File: config.mk
export PLATFORM = sky130hd
export DESIGN_NAME = sd_spi_host_engine_core
export DESIGN_NICKNAME = d
export VERILOG_FILES = /design/src/hw/rtl/sdspi_pkg.sv /design/src/hw/rtl/sd_spi_host_engine_core.sv
export SDC_FILE = /design/constraint.sdc
export NUM_CORES = 1
export LEC_CHECK = 0
export BUFFER_PORTS_ARGS = -buffer_cell sky130_fd_sc_hd__buf_4
export CAP_MARGIN = 20
export CELL_PAD_IN_SITES_DETAIL_PLACEMENT = 1
export CELL_PAD_IN_SITES_GLOBAL_PLACEMENT = 1
export CORE_ASPECT_RATIO = 1.5
export CORE_MARGIN = 8
export CORE_UTILIZATION = 45
export CTS_BUF_LIST = sky130_fd_sc_hd__clkbuf_4 sky130_fd_sc_hd__clkbuf_8 sky130_fd_sc_hd__clkbuf_16
export CTS_CLUSTER_DIAMETER = 200
export CTS_CLUSTER_SIZE = 40
export DETAILED_ROUTE_END_ITERATION = 7
export PLACE_DENSITY_LB_ADDON = 0.15
export SLEW_MARGIN = 5
export SYNTH_ARGS = -nofsm -noshare
export SYNTH_HDL_FRONTEND = slang
export SYNTH_SLANG_ARGS = --single-unit
File: constraint.sdc
create_clock -name clk -period 4.6 [get_ports clk]
set_input_delay 0.46 -clock clk [delete_from_list [all_inputs] [get_ports clk]]
set_output_delay 0.46 -clock clk [all_outputs]
set_load 0.01 [all_outputs]
File: src/hw/rtl/sdspi_pkg.sv
// Package for the SD card SPI-mode host engine.
// Opcodes, status codes, config register indices and block constants.
package sdspi_pkg;

    localparam int BLOCK_BYTES         = 512;
    localparam int POWERUP_CLOCK_BYTES = 10;
    localparam int BC_W                = 10;

    localparam logic [1:0] OP_INIT  = 2'd0;
    localparam logic [1:0] OP_READ  = 2'd1;
    localparam logic [1:0] OP_WRITE = 2'd2;
    localparam logic [1:0] OP_XCHG  = 2'd3;

    localparam logic [2:0] ST_BUSY      = 3'd0;
    localparam logic [2:0] ST_INIT_OK   = 3'd1;
    localparam logic [2:0] ST_PWR_FAIL  = 3'd2;
    localparam logic [2:0] ST_IFC_FAIL  = 3'd3;
    localparam logic [2:0] ST_ECHO_FAIL = 3'd4;
    localparam logic [2:0] ST_RDY_TMO   = 3'd5;
    localparam logic [2:0] ST_NOT_RDY   = 3'd6;
    localparam logic [2:0] ST_XFER_DONE = 3'd7;

    localparam logic [2:0] REG_IDLE_RETRY  = 3'd0;
    localparam logic [2:0] REG_READY_RETRY = 3'd1;
    localparam logic [2:0] REG_RESP_POLL   = 3'd2;
    localparam logic [2:0] REG_READ_WAIT   = 3'd3;
    localparam logic [2:0] REG_WRITE_WAIT  = 3'd4;
    localparam logic [2:0] REG_RETRY_GAP   = 3'd5;

endpackage

File: src/hw/rtl/sd_spi_host_engine_core.sv
// SD card SPI-mode host engine, top level.
// Uses sdspi_pkg. Single module: config registers, sequencer, result register.
//
// Input channel (in_valid/in_stall): opcode selects init, read, write, or
// the report of a finished byte exchange with rx_byte. Output channel
// (out_valid/out_stall): one result beat per input beat, giving the next
// byte to send, chip select, and data/write-request/done flags.
// The sequencer updates the state and loads the result register on the
// edge that accepts the input beat. Throughput is one beat per cycle
// while not stalled; in_stall rises only when the result register is full
// and the receiver stalls, so a stalled result holds and no input is taken.
// Reset clears the sequencer to idle, loads register defaults (10, 100, 8,
// 1563, 3907, 1250) and empties the result register.
// Configuration: APB-style, registers at byte address 4*i. The user must write
// them only while the engine is idle; the block itself does not enforce this.
module sd_spi_host_engine_core (
    input  logic        clk,
    input  logic        rst_n,
    input  logic        in_valid,
    output logic        in_stall,
    input  logic [1:0]  opcode,
    input  logic [31:0] block_addr,
    input  logic [7:0]  write_byte,
    input  logic [7:0]  rx_byte,
    output logic        out_valid,
    input  logic        out_stall,
    output logic [7:0]  tx_byte,
    output logic        chip_select,
    output logic        exchange_wanted,
    output logic [7:0]  data_byte,
    output logic        data_valid,
    output logic        write_data_wanted,
    output logic        done_res,
    output logic [2:0]  status,
    output logic [7:0]  r1_value,
    output logic [7:0]  token,
    input  logic        psel,
    input  logic        penable,
    input  logic        pwrite,
    input  logic [4:0]  paddr,
    input  logic [31:0] pwdata,
    output logic [31:0] prdata,
    output logic        pready
);
    import sdspi_pkg::*;

    typedef enum logic [4:0] {
        PH_IDLE, PH_PWR, PH_PRE0, PH_PRE1, PH_CMD, PH_R1, PH_R7, PH_POST0,
        PH_POST1, PH_GAP, PH_RTOK, PH_RDATA, PH_RCRC0, PH_RCRC1, PH_WSTART,
        PH_WDATA, PH_WRESP, PH_WBUSY
    } phase_t;

    typedef enum logic [2:0] {
        K_CMD0, K_CMD8, K_CMD58, K_CMD55, K_ACMD41, K_CMD17, K_CMD24
    } cmd_t;

    logic [7:0]  idle_lim_reg, ready_lim_reg, resp_lim_reg;
    logic [15:0] rd_lim_reg, wr_lim_reg, gap_reg;

    phase_t      phase_reg, phase_next;
    cmd_t        cmd_reg, cmd_next;
    logic [BC_W-1:0] bc_reg, bc_next;
    logic [15:0] att_reg, att_next, poll_reg, poll_next;
    logic [31:0] resp_reg, resp_next, addr_reg, addr_next;
    logic [7:0]  r1_reg, r1_next, tok_reg, tok_next, lr1_reg, lr1_next;

    logic [7:0]  o_tx;
    logic        o_cs, o_ex, o_dv, o_wd, o_done;
    logic [2:0]  o_st;

    logic        ov_reg;
    logic [7:0]  tx_reg, db_reg;
    logic        cs_reg, ex_reg, dv_reg, wd_reg, done_reg;
    logic [2:0]  st_reg;

    logic        in_fire, cfg_wr;
    logic [2:0]  cfg_idx;

    assign pready   = 1'b1;
    assign cfg_idx  = paddr[4:2];
    assign cfg_wr   = psel && penable && pwrite;
    assign in_stall = ov_reg && out_stall;
    assign in_fire  = in_valid && !in_stall;

    always_comb
    begin
        case (cfg_idx)
            REG_IDLE_RETRY:  prdata = {24'd0, idle_lim_reg};
            REG_READY_RETRY: prdata = {24'd0, ready_lim_reg};
            REG_RESP_POLL:   prdata = {24'd0, resp_lim_reg};
            REG_READ_WAIT:   prdata = {16'd0, rd_lim_reg};
            REG_WRITE_WAIT:  prdata = {16'd0, wr_lim_reg};
            REG_RETRY_GAP:   prdata = {16'd0, gap_reg};
            default:         prdata = 32'd0;
        endcase
    end

    function automatic logic [7:0] cmd_byte(cmd_t k, logic [BC_W-1:0] i,
                                            logic [31:0] a);
        logic [31:0] arg;
        logic [7:0]  idx, crc;
        begin
            unique case (k)
                K_CMD0:   begin idx = 8'd0;  crc = 8'h94; arg = 32'h0; end
                K_CMD8:   begin idx = 8'd8;  crc = 8'h86; arg = 32'h1AA; end
                K_CMD58:  begin idx = 8'd58; crc = 8'h00; arg = 32'h0; end
                K_CMD55:  begin idx = 8'd55; crc = 8'h00; arg = 32'h0; end
                K_ACMD41: begin idx = 8'd41; crc = 8'h00; arg = 32'h40000000; end
                K_CMD17:  begin idx = 8'd17; crc = 8'h00; arg = a; end
                K_CMD24:  begin idx = 8'd24; crc = 8'h00; arg = a; end
                default:  begin idx = 8'd0;  crc = 8'h00; arg = 32'h0; end
            endcase
            case (i)
                BC_W'(0): cmd_byte = 8'h40 | idx;
                BC_W'(1): cmd_byte = arg[31:24];
                BC_W'(2): cmd_byte = arg[23:16];
                BC_W'(3): cmd_byte = arg[15:8];
                BC_W'(4): cmd_byte = arg[7:0];
                default:  cmd_byte = crc | 8'h01;
            endcase
        end
    endfunction

    always_comb
    begin
        logic [15:0] pinc;
        logic [7:0]  r;
        logic        do_r1, r1_ovf;
        phase_next = phase_reg; cmd_next = cmd_reg; bc_next = bc_reg;
        att_next = att_reg; poll_next = poll_reg; resp_next = resp_reg;
        addr_next = addr_reg; r1_next = r1_reg; tok_next = tok_reg;
        lr1_next = lr1_reg;
        o_tx = 8'hFF; o_cs = 1'b0; o_ex = 1'b0; o_dv = 1'b0; o_wd = 1'b0;
        o_done = 1'b0; o_st = ST_BUSY;
        pinc = poll_reg + 16'd1;
        do_r1 = 1'b0; r = rx_byte; r1_ovf = 1'b0;

        if (opcode == OP_INIT) begin
            att_next = '0; bc_next = BC_W'(1);
            phase_next = PH_PWR; o_ex = 1'b1;
        end else if (opcode == OP_READ || opcode == OP_WRITE) begin
            addr_next = block_addr; r1_next = 8'hFF; tok_next = 8'hFF;
            cmd_next = (opcode == OP_READ) ? K_CMD17 : K_CMD24;
            phase_next = PH_PRE0; o_ex = 1'b1;
        end else if (phase_reg != PH_IDLE) begin
            unique case (phase_reg)
                PH_PWR: begin
                    o_ex = 1'b1;
                    if (bc_reg < BC_W'(POWERUP_CLOCK_BYTES)) bc_next = bc_reg + 1'b1;
                    else begin cmd_next = K_CMD0; phase_next = PH_PRE0; end
                end
                PH_PRE0: begin o_ex = 1'b1; o_cs = 1'b1; phase_next = PH_PRE1; end
                PH_PRE1: begin
                    o_ex = 1'b1; o_cs = 1'b1; bc_next = '0; phase_next = PH_CMD;
                    o_tx = cmd_byte(cmd_reg, '0, addr_reg);
                end
                PH_CMD: begin
                    o_ex = 1'b1; o_cs = 1'b1; bc_next = bc_reg + 1'b1;
                    if (bc_reg + 1'b1 < BC_W'(6))
                        o_tx = cmd_byte(cmd_reg, bc_reg + 1'b1, addr_reg);
                    else begin poll_next = '0; phase_next = PH_R1; end
                end
                PH_R1: begin
                    if (rx_byte != 8'hFF) do_r1 = 1'b1;
                    else begin
                        poll_next = pinc;
                        if (pinc > {8'd0, resp_lim_reg}) begin
                            do_r1 = 1'b1; r1_ovf = 1'b1;
                        end else begin o_ex = 1'b1; o_cs = 1'b1; end
                    end
                end
                PH_R7: begin
                    resp_next = {resp_reg[23:0], rx_byte};
                    bc_next = bc_reg + 1'b1; o_ex = 1'b1; o_cs = 1'b1;
                    if (!(bc_reg + 1'b1 < BC_W'(4))) phase_next = PH_POST0;
                end
                PH_POST0: begin o_ex = 1'b1; phase_next = PH_POST1; end
                PH_POST1: begin
                    unique case (cmd_reg)
                        K_CMD0: begin
                            if (lr1_reg != 8'd1) begin
                                att_next = att_reg + 16'd1;
                                if (att_reg + 16'd1 > {8'd0, idle_lim_reg}) begin
                                    phase_next = PH_IDLE; o_done = 1'b1;
                                    o_st = ST_PWR_FAIL;
                                end else begin
                                    cmd_next = K_CMD0; phase_next = PH_PRE0; o_ex = 1'b1;
                                end
                            end else begin
                                cmd_next = K_CMD8; phase_next = PH_PRE0; o_ex = 1'b1;
                            end
                        end
                        K_CMD8: begin
                            if (lr1_reg != 8'd1) begin
                                phase_next = PH_IDLE; o_done = 1'b1; o_st = ST_IFC_FAIL;
                            end else if (resp_reg[7:0] != 8'hAA) begin
                                phase_next = PH_IDLE; o_done = 1'b1; o_st = ST_ECHO_FAIL;
                            end else begin
                                att_next = '0;
                                cmd_next = K_CMD55; phase_next = PH_PRE0; o_ex = 1'b1;
                            end
                        end
                        K_CMD55, K_ACMD41: begin
                            if (cmd_reg == K_CMD55 && lr1_reg < 8'd2) begin
                                cmd_next = K_ACMD41; phase_next = PH_PRE0; o_ex = 1'b1;
                            end else if (gap_reg != 16'd0) begin
                                poll_next = 16'd1; phase_next = PH_GAP; o_ex = 1'b1;
                            end else begin
                                att_next = att_reg + 16'd1;
                                if (lr1_reg == 8'd0) begin
                                    cmd_next = K_CMD58; phase_next = PH_PRE0; o_ex = 1'b1;
                                end else if (att_reg + 16'd1 > {8'd0, ready_lim_reg}) begin
                                    phase_next = PH_IDLE; o_done = 1'b1; o_st = ST_RDY_TMO;
                                end else begin
                                    cmd_next = K_CMD55; phase_next = PH_PRE0; o_ex = 1'b1;
                                end
                            end
                        end
                        K_CMD58: begin
                            phase_next = PH_IDLE; o_done = 1'b1;
                            o_st = resp_reg[31] ? ST_INIT_OK : ST_NOT_RDY;
                        end
                        default: begin
                            phase_next = PH_IDLE; o_done = 1'b1; o_st = ST_XFER_DONE;
                        end
                    endcase
                end
                PH_GAP: begin
                    if (poll_reg < gap_reg) begin
                        poll_next = pinc; o_ex = 1'b1;
                    end else begin
                        att_next = att_reg + 16'd1;
                        if (lr1_reg == 8'd0) begin
                            cmd_next = K_CMD58; phase_next = PH_PRE0; o_ex = 1'b1;
                        end else if (att_reg + 16'd1 > {8'd0, ready_lim_reg}) begin
                            phase_next = PH_IDLE; o_done = 1'b1; o_st = ST_RDY_TMO;
                        end else begin
                            cmd_next = K_CMD55; phase_next = PH_PRE0; o_ex = 1'b1;
                        end
                    end
                end
                PH_RTOK: begin
                    o_ex = 1'b1; o_cs = 1'b1;
                    if (rx_byte == 8'hFF) begin
                        poll_next = pinc;
                        if (pinc == rd_lim_reg) begin
                            tok_next = 8'hFF; phase_next = PH_POST0;
                        end
                    end else if (rx_byte == 8'hFE) begin
                        bc_next = '0; phase_next = PH_RDATA;
                    end else begin
                        tok_next = rx_byte; phase_next = PH_POST0;
                    end
                end
                PH_RDATA: begin
                    o_dv = 1'b1; o_ex = 1'b1; o_cs = 1'b1;
                    if (bc_reg >= BC_W'(BLOCK_BYTES - 1)) phase_next = PH_RCRC0;
                    else bc_next = bc_reg + 1'b1;
                end
                PH_RCRC0: begin o_ex = 1'b1; o_cs = 1'b1; phase_next = PH_RCRC1; end
                PH_RCRC1: begin
                    tok_next = 8'hFE; o_ex = 1'b1; o_cs = 1'b1; phase_next = PH_POST0;
                end
                PH_WSTART: begin
                    bc_next = '0; o_ex = 1'b1; o_cs = 1'b1; o_tx = write_byte;
                    phase_next = PH_WDATA; o_wd = (BLOCK_BYTES > 1);
                end
                PH_WDATA: begin
                    o_ex = 1'b1; o_cs = 1'b1;
                    if (bc_reg < BC_W'(BLOCK_BYTES - 1)) begin
                        bc_next = bc_reg + 1'b1; o_tx = write_byte;
                        o_wd = (bc_reg + 1'b1 < BC_W'(BLOCK_BYTES - 1));
                    end else begin
                        poll_next = 16'd1;
                        phase_next = (wr_lim_reg == 16'd1) ? PH_POST0 : PH_WRESP;
                    end
                end
                PH_WRESP: begin
                    o_ex = 1'b1; o_cs = 1'b1;
                    if (rx_byte == 8'hFF) begin
                        poll_next = pinc;
                        if (pinc == wr_lim_reg) phase_next = PH_POST0;
                    end else if (rx_byte[4:0] == 5'h05) begin
                        tok_next = 8'h05; poll_next = '0; phase_next = PH_WBUSY;
                    end else phase_next = PH_POST0;
                end
                PH_WBUSY: begin
                    o_ex = 1'b1; o_cs = 1'b1;
                    if (rx_byte != 8'd0) phase_next = PH_POST0;
                    else begin
                        poll_next = pinc;
                        if (pinc == wr_lim_reg) begin
                            tok_next = 8'h00; phase_next = PH_POST0;
                        end
                    end
                end
                default: phase_next = PH_IDLE;
            endcase

            if (do_r1) begin
                if (r1_ovf) r = 8'hFF;
                lr1_next = r;
                o_ex = 1'b1; o_cs = 1'b1; phase_next = PH_POST0;
                case (cmd_reg)
                    K_CMD8, K_CMD58: begin
                        resp_next = '0;
                        if (r <= 8'd1) begin bc_next = '0; phase_next = PH_R7; end
                    end
                    K_CMD17: begin
                        r1_next = r;
                        if (r != 8'hFF) begin
                            poll_next = 16'd1;
                            if (rd_lim_reg == 16'd1) tok_next = 8'hFF;
                            else phase_next = PH_RTOK;
                        end
                    end
                    K_CMD24: begin
                        r1_next = r;
                        if (r == 8'd0) begin
                            phase_next = PH_WSTART; o_tx = 8'hFE; o_wd = 1'b1;
                        end
                    end
                    default: ;
                endcase
            end
        end
        if (!o_ex) begin o_tx = 8'hFF; o_cs = 1'b0; end
    end

    always_ff @(posedge clk or negedge rst_n)
    begin
        if (!rst_n) begin
            idle_lim_reg <= 8'd10; ready_lim_reg <= 8'd100; resp_lim_reg <= 8'd8;
            rd_lim_reg <= 16'd1563; wr_lim_reg <= 16'd3907; gap_reg <= 16'd1250;
            phase_reg <= PH_IDLE; cmd_reg <= K_CMD0; bc_reg <= '0;
            att_reg <= '0; poll_reg <= '0; resp_reg <= '0; addr_reg <= '0;
            r1_reg <= 8'hFF; tok_reg <= 8'hFF; lr1_reg <= 8'hFF;
            ov_reg <= 1'b0;
        end else begin
            if (cfg_wr) begin
                case (cfg_idx)
                    REG_IDLE_RETRY:  idle_lim_reg  <= pwdata[7:0];
                    REG_READY_RETRY: ready_lim_reg <= pwdata[7:0];
                    REG_RESP_POLL:   resp_lim_reg  <= pwdata[7:0];
                    REG_READ_WAIT:   rd_lim_reg    <= pwdata[15:0];
                    REG_WRITE_WAIT:  wr_lim_reg    <= pwdata[15:0];
                    REG_RETRY_GAP:   gap_reg       <= pwdata[15:0];
                    default: ;
                endcase
            end
            if (in_fire) begin
                phase_reg <= phase_next; cmd_reg <= cmd_next; bc_reg <= bc_next;
                att_reg <= att_next; poll_reg <= poll_next; resp_reg <= resp_next;
                addr_reg <= addr_next; r1_reg <= r1_next; tok_reg <= tok_next;
                lr1_reg <= lr1_next;
                ov_reg <= 1'b1;
            end else if (!out_stall) begin
                ov_reg <= 1'b0;
            end
        end
    end

    always_ff @(posedge clk)
    begin
        if (in_fire) begin
            tx_reg <= o_tx; cs_reg <= o_cs; ex_reg <= o_ex;
            db_reg <= o_dv ? rx_byte : 8'd0; dv_reg <= o_dv; wd_reg <= o_wd;
            done_reg <= o_done; st_reg <= o_done ? o_st : ST_BUSY;
        end
    end

    assign out_valid         = ov_reg;
    assign tx_byte           = tx_reg;
    assign chip_select       = cs_reg;
    assign exchange_wanted   = ex_reg;
    assign data_byte         = db_reg;
    assign data_valid        = dv_reg;
    assign write_data_wanted = wd_reg;
    assign done_res          = done_reg;
    assign status            = st_reg;
    assign r1_value          = r1_reg;
    assign token             = tok_reg;

endmodule

==> results_dict.tcl, run 1 <==
set metrics [dict create \
    outcome "completed" \
    cap_violations 0 \
    post_cts_resize_count 0 \
    hp-class "primary input to flip-flop" \
    avgSynthCellArea_um2 9.02 \
    post_drt_wl_per_cell_um 24.4 \
    reg2reg_depth 14 \
    fmax_ghz 0.245 \
    largest_register_ffs 32 \
    seq_area_frac_synth_pct 38.0 \
    timing.critical_path.depth 14 \
    number_of_top_level_pins 169 \
    postSynthRegisterBits 214 \
    grt_setup_unrepaired "no" \
    detailedPlacementHpwl_um 39900 \
    via_count 13200 \
    maximum_number_of_pins_on_one_net_before_global_route_repair 120 \
    yosysTopAreaCellShare_pct 24.4 \
    r2r-start "poll_reg[1]" \
    synthFlopType "sky130_fd_sc_hd__dfrtp_1" \
    post_synth_inst_count 1615 \
    clock-root-buffer "sky130_fd_sc_hd__clkbuf_16" \
    timing.clock.skew_ns 0.0553 \
    preCtsSetupSlack_ns 0.582 \
    critical_path.top_delay_family "simple AND/OR/NAND/NOR gates" \
    clock_tree_from_tritoncts "done" \
    nNetsFinal 1853 \
    holdPathStages 3 \
    synthesis.area_mm2 0.0146 \
    worstHoldStart "pwdata[9]" \
    drv_slew 0 \
    dr.first_iter.drc_count 829 \
    timing.critical_path.from_type "flip-flop" \
    synth_enable_flop_cells 24 \
    postLayoutCoreUtil_pct 51.2 \
    final_design_area_no_fill_mm2 0.0163 \
    clock_latency_of_the_later_clocked_register_in_the_worst_skew_pair_ns 0.52 \
    max-vdd-ir-drop_mv 0.224 \
    worst_ep_required_time_ns 5.01 \
    aggregate_routed_wire_length_um 51700 \
    grt_use_total_pct 26.2 \
    synth-warning-count 0 \
    floorplan.die_area_mm2 0.0385 \
    first_global_vias 14000 \
    grt_overflow_total 0 \
    worst_path_setup_slack_after_routing_ns 0.512 \
    detail_route.drc_violations 0 \
    vias_per_cell 6.21 \
    cts_buffer_depth 3 \
    numPortBuffers 133 \
    fp.dieH_um 236 \
    setup_total_negative_slack_ns 0 \
    worst_path_arrival_ns 4.50 \
    n_antenna_cell 0 \
    critPathKind "flip-flop to flip-flop" \
    cts_htree_levels 1 \
    layout_worst_path_cycle_share_pct 88.9 \
    final_hold_viol_count 0 \
    die_x_um 163 \
    postPlaceCellArea_mm2 0.0160 \
    critPathLaunch "poll_reg[1]" \
    layout_min_cycle_time_ns 4.09 \
    drt-pass1-iter-count 7 \
    worstPathBufferInverterCount 0 \
    max_stage_delay_ns 0.54 \
    fin_hold_ws_ns 0.161 \
    drive_above_1_share_pct 21.6 \
    max-slew-margin-rel_pct 29.7 \
    core_mm2 0.0318 \
    critical_path_peak_fanout 9 \
    crit_path_top_delay_cell "sky130_fd_sc_hd__dfrtp_1" \
    end_kind "flip-flop" \
    tightest_slew_ns 1.04 \
    final_setup_vio_count 0 \
    powerDensity_mw_per_mm2 381 \
    yosys-top-cells-area "sky130_fd_sc_hd__dfrtp_1 24%, sky130_fd_sc_hd__dfstp_2 8.7%, sky130_fd_sc_hd__mux2_2 7.5%" \
    synthDistinctLibCells 92 \
    synth-async-reset-ratio_pct 88.8 \
    clock_sink_total 214 \
    grt_antenna_before_repair 0 \
    place_congestion 0.984 \
    fillCellCount 3709 \
    clock_slew_at_the_register_clock_pins_of_the_worst_setup_and_hold_paths_ns 0.16 \
    start_util_pct 45.8 \
    area_growth_from_synthesis_to_final_layout_pct 11.7 \
    grt_first_pass_wirelength_um 80300 \
    synth.largest_area_cell "sky130_fd_sc_hd__dfrtp_1" \
    power.leakage_nw 6.83 \
    detail-route-antenna-nets 0 \
    timing.critical_path.cells "ha_1 > and3_1 > and3_1 > xor2_1 > ha_1 > nand4_1 > nand2b_1 > a21oi_1 > nand4b_1 > nor4_2 > or2_1 > a21o_1 > o31ai_4 > mux2_4" \
    std_cell_rows 80 \
    cts_buffers 9 \
]
-- cell families after synthesis --
group / after synthesis / share of synthesized area [%]
simple gates: 554 / 19.7
compound gates: 424 / 18.6
fa+ha+maj: 50 / 4.28
flops: 214 / 38.0
buf+inv: 182 / 5.41
other cells: 2 / 0.0515
xor+xnor: 58 / 3.87
mux: 131 / 10.1
-- power by group --
part / internal [mW] / leakage, nW / switching, mW / total (mW)
Sequential: 2.29 / 2.53 / 0.365 / 2.65
Combinational: 0.983 / 4.17 / 1.52 / 2.51
Clock: 0.389 / 0.132 / 0.648 / 1.04
Total: 3.66 / 6.83 / 2.54 / 6.20
-- metrics by stage --
stage / std cells / power [mW]
after floorplan: 1630 / 4.14
after global placement: 2107 / 5.06
after detailed placement: 2107 / 5.15
after CTS: 2119 / 6.21
after global routing: 2121 / 6.52
final: 2121 / 6.20
-- cell type report --
class,instances,area [um^2],share of cell area [%]
repair buffers,178,1380,8.46
clock buffers,11,240,1.48
inverters,73,274,1.68
multi-input cells,1234,8310,51.1
clock inverters,1,30.0,0.184
flip-flops and latches,214,5540,34.0
well taps,410,513,3.15
-- per-layer routing --
metal  wire, um  share of wire (%)  vias up  global-route usage, %
met5          0                  0        -                      0
met4       3180                6.1        0                   14.8
met3       1850                3.6      145                   2.93
met2      26800                 52      371                   47.6
met1      19900                 38     6606                   28.9
li1           -                  -     6042                      -
-- cells in the final DEF, fill, tap and decap left out, drive strengths merged, types with 23 or more instances in the layout --
| cell | n |
|---|---|
| mux2 | 101 |
| a21oi | 99 |
| o21ai | 140 |
| mux2i | 29 |
| nand3 | 48 |
| ha | 49 |
| buf | 176 |
| nand2 | 151 |
| nand4 | 23 |
| edfxtp | 24 |
| xnor2 | 36 |
| nor4 | 36 |
| nor2 | 131 |
| nor3 | 40 |
| dfrtp | 142 |
| inv | 72 |
| dfstp | 48 |
-- cells in the mapped netlist (14+ instances only) --
cell and count:
sky130_fd_sc_hd__a21oi_1 99, sky130_fd_sc_hd__a22o_1 20, sky130_fd_sc_hd__a22oi_1 17, sky130_fd_sc_hd__a31oi_1 18, sky130_fd_sc_hd__and2_1 14, sky130_fd_sc_hd__and3_1 16, sky130_fd_sc_hd__buf_4 20, sky130_fd_sc_hd__clkbuf_1 67
sky130_fd_sc_hd__dfrtp_1 142, sky130_fd_sc_hd__dfstp_2 48, sky130_fd_sc_hd__edfxtp_1 24, sky130_fd_sc_hd__ha_1 49, sky130_fd_sc_hd__inv_1 72, sky130_fd_sc_hd__mux2_2 97, sky130_fd_sc_hd__mux2i_1 29, sky130_fd_sc_hd__nand2_1 150
sky130_fd_sc_hd__nand2b_1 20, sky130_fd_sc_hd__nand3_1 45, sky130_fd_sc_hd__nand4_1 22, sky130_fd_sc_hd__nor2_1 130, sky130_fd_sc_hd__nor2b_1 17, sky130_fd_sc_hd__nor3_1 36, sky130_fd_sc_hd__nor4_1 29, sky130_fd_sc_hd__o211ai_1 15
sky130_fd_sc_hd__o21ai_0 135, sky130_fd_sc_hd__o22ai_1 14, sky130_fd_sc_hd__xnor2_1 36, sky130_fd_sc_hd__xor2_1 18
-- worst min-delay path, stage by stage --
cell                      delay (ns)
sky130_fd_sc_hd__buf_4          0.09
sky130_fd_sc_hd__nand2_1        0.04
sky130_fd_sc_hd__o21ai_0        0.06
-- final timing paths --
kind                                  to  slack [ns]
hold reg to reg              r1_value[6]        0.48
hold / removal                gap_reg[9]        0.16
min in group asynchronous    resp_reg[6]        0.44
setup reg to reg            phase_reg[2]        0.51
max in group asynchronous  wr_lim_reg[6]        3.34
setup / recovery            phase_reg[2]        0.51
-- timing repair --
action / CTS / global route
endpoints found under the setup margin: 0 / 0
endpoints found under the hold margin: 0 / 24
buffers inserted: 0 / 0
hold buffers: 0 / 1
Note: power is estimated with default switching activity, not from simulation.
==> run 2: changes to the inputs <==
--- a/config.mk
+++ b/config.mk
@@ -12,7 +12,7 @@
 export CORE_ASPECT_RATIO = 1.5
 export CORE_MARGIN = 8
 export CORE_UTILIZATION = 45
-export CTS_BUF_LIST = sky130_fd_sc_hd__clkbuf_4 sky130_fd_sc_hd__clkbuf_8 sky130_fd_sc_hd__clkbuf_16
+export CTS_BUF_LIST = sky130_fd_sc_hd__clkbuf_8
 export CTS_CLUSTER_DIAMETER = 200
 export CTS_CLUSTER_SIZE = 40
 export DETAILED_ROUTE_END_ITERATION = 7
==> results_dict.tcl, run 2 (synthesis gave the netlist of run 1 again) <==
set metrics [dict create \
    worst_path_arrival_ns 4.61 \
    grt_first_pass_wirelength_um 79600 \
    max-vdd-ir-drop_mv 0.226 \
    outcome "completed" \
    clock_latency_of_the_later_clocked_register_in_the_worst_skew_pair_ns 0.59 \
    layout_min_cycle_time_ns 4.13 \
    cts_htree_levels 1 \
    fmax_ghz 0.242 \
    power_total_mw 5.97 \
    max-slew-margin-rel_pct 28.2 \
    final_hold_viol_count 0 \
    timing.critical_path.from_type "flip-flop" \
    grt_antenna_before_repair 1 \
    largest_register_ffs 32 \
    die_x_um 163 \
    buffers_inserted_by_post_cts_timing_repair 0 \
    detail-route-antenna-nets 0 \
    aggregate_routed_wire_length_um 51500 \
    clock_slew_at_the_register_clock_pins_of_the_worst_setup_and_hold_paths_ns 0.25 \
    core_mm2 0.0318 \
    switching_power_mw 2.50 \
    layout_worst_path_cycle_share_pct 89.8 \
    critPathKind "flip-flop to flip-flop" \
    area_growth_from_synthesis_to_final_layout_pct 11.0 \
    grt_setup_unrepaired "no" \
    vias_per_cell 6.17 \
    nNetsFinal 1853 \
    cts_buffer_depth 3 \
    powerDensity_mw_per_mm2 369 \
    clock-root-buffer "sky130_fd_sc_hd__clkbuf_8" \
    floorplan.die_area_mm2 0.0385 \
    setup_total_negative_slack_ns 0 \
    maximum_number_of_pins_on_one_net_before_global_route_repair 120 \
    post_cts_resize_count 0 \
    detail_route.drc_violations 0 \
    drive_above_1_share_pct 21.4 \
    seq_power_share_pct 44.4 \
    power.leakage_nw 6.78 \
    hp-class "primary input to flip-flop" \
    clock_tree_from_tritoncts "done" \
    switching_share_pct 41.9 \
    p_int_mw 3.47 \
    drt-pass1-iter-count 5 \
    combPwrFrac_pct 41.9 \
    fillCellCount 3722 \
    clock_sink_total 214 \
    timing.clock.skew_ns 0.0922 \
    final_setup_vio_count 0 \
    grt_overflow_total 0 \
    numPortBuffers 133 \
    start_util_pct 45.8 \
    worst_ep_required_time_ns 5.08 \
    pwr-share-clk_pct 13.7 \
    fp.dieH_um 236 \
    postCtsHoldBufs 0 \
    tightest_slew_ns 1.07 \
    dr.first_iter.drc_count 785 \
    critical_path_peak_fanout 10 \
    first_global_vias 13900 \
    via_count 13100 \
    layout_commonest_cell "sky130_fd_sc_hd__buf_4" \
    cts_buffers 9 \
    grt_use_total_pct 26.1 \
    end_kind "flip-flop" \
    post_drt_wl_per_cell_um 24.3 \
    detailedPlacementHpwl_um 39900 \
    std_cell_rows 80 \
    drv_slew 0 \
    cap_violations 0 \
    most-common-layout-cells "174 x sky130_fd_sc_hd__buf_4, 150 x sky130_fd_sc_hd__nand2_1, 142 x sky130_fd_sc_hd__dfrtp_1, 135 x sky130_fd_sc_hd__o21ai_0, 129 x sky130_fd_sc_hd__nor2_1" \
    number_of_top_level_pins 169 \
    place_congestion 0.984 \
]
run 2: per-layer routing:
layer	vias up	GRT usage (%)	share of wire [%]
met5	-	0	0
met4	0	14.5	6.0
met3	138	3.03	3.5
met2	343	47.4	52
met1	6558	28.7	39
li1	6044	-	-
run 2: final timing paths:
kind	start	to	slack, ns	depth (start not counted)
max in group asynchronous	rst_n	att_reg[6]	3.44	3
min in group asynchronous	rst_n	resp_reg[6]	0.35	2
worst max-delay path	poll_reg[11]	poll_reg[3]	0.47	10
worst min register to register	r1_value[6]	r1_value[6]	0.48	2
worst max register to register	poll_reg[11]	poll_reg[3]	0.47	10
worst min-delay path	pwdata[9]	gap_reg[9]	0.07	3
run 2: power groups by stage:
stage	sequential (mW)	combinational [mW]	clock, mW
5_1_grt	2.69	2.71	0.905
3_3_place_gp	2.66	2.40	0
4_1_cts	2.65	2.48	0.862
6_report	2.65	2.50	0.817
2_1_floorplan	2.52	1.62	0
3_5_place_dp	2.68	2.47	0
run 2: per-stage QoR:
stage          util [%]  instances  area (um^2)  setup WS, ns  hold WS (ns)
3_3_place_gp       50.2       2107        16000         0.656         0.453
4_1_cts            50.7       2119        16100         0.484        0.0487
6_report           50.8       2122        16200         0.468        0.0743
2_1_floorplan         -       1630        14600          1.27         0.164
3_5_place_dp       50.2       2107        16000         0.582         0.460
5_1_grt            50.8       2122        16200        0.0811        0.0628
run 2: cell type report:
cell class / instances / area, um^2 / share of cell area (%)
multi-input cells: 1234 / 8310 / 51.4
flip-flops and latches: 214 / 5540 / 34.2
repair buffers: 178 / 1380 / 8.52
well taps: 410 / 513 / 3.17
inverters: 73 / 274 / 1.69
clock buffers: 9 / 124 / 0.766
clock inverters: 3 / 37.5 / 0.232
diodes: 1 / 2.50 / 0.0155
run 2: critical path, cell delays in order (launching register included):
cell	delay, ns
sky130_fd_sc_hd__dfrtp_1	0.63
sky130_fd_sc_hd__ha_1	0.34
sky130_fd_sc_hd__a21oi_1	0.14
sky130_fd_sc_hd__o21ai_0	0.20
sky130_fd_sc_hd__a211o_1	0.34
sky130_fd_sc_hd__o311ai_0	0.71
sky130_fd_sc_hd__a21oi_1	0.39
sky130_fd_sc_hd__a2111oi_2	0.52
sky130_fd_sc_hd__o21ai_1	0.39
sky130_fd_sc_hd__o21ai_0	0.26
sky130_fd_sc_hd__o31ai_1	0.09
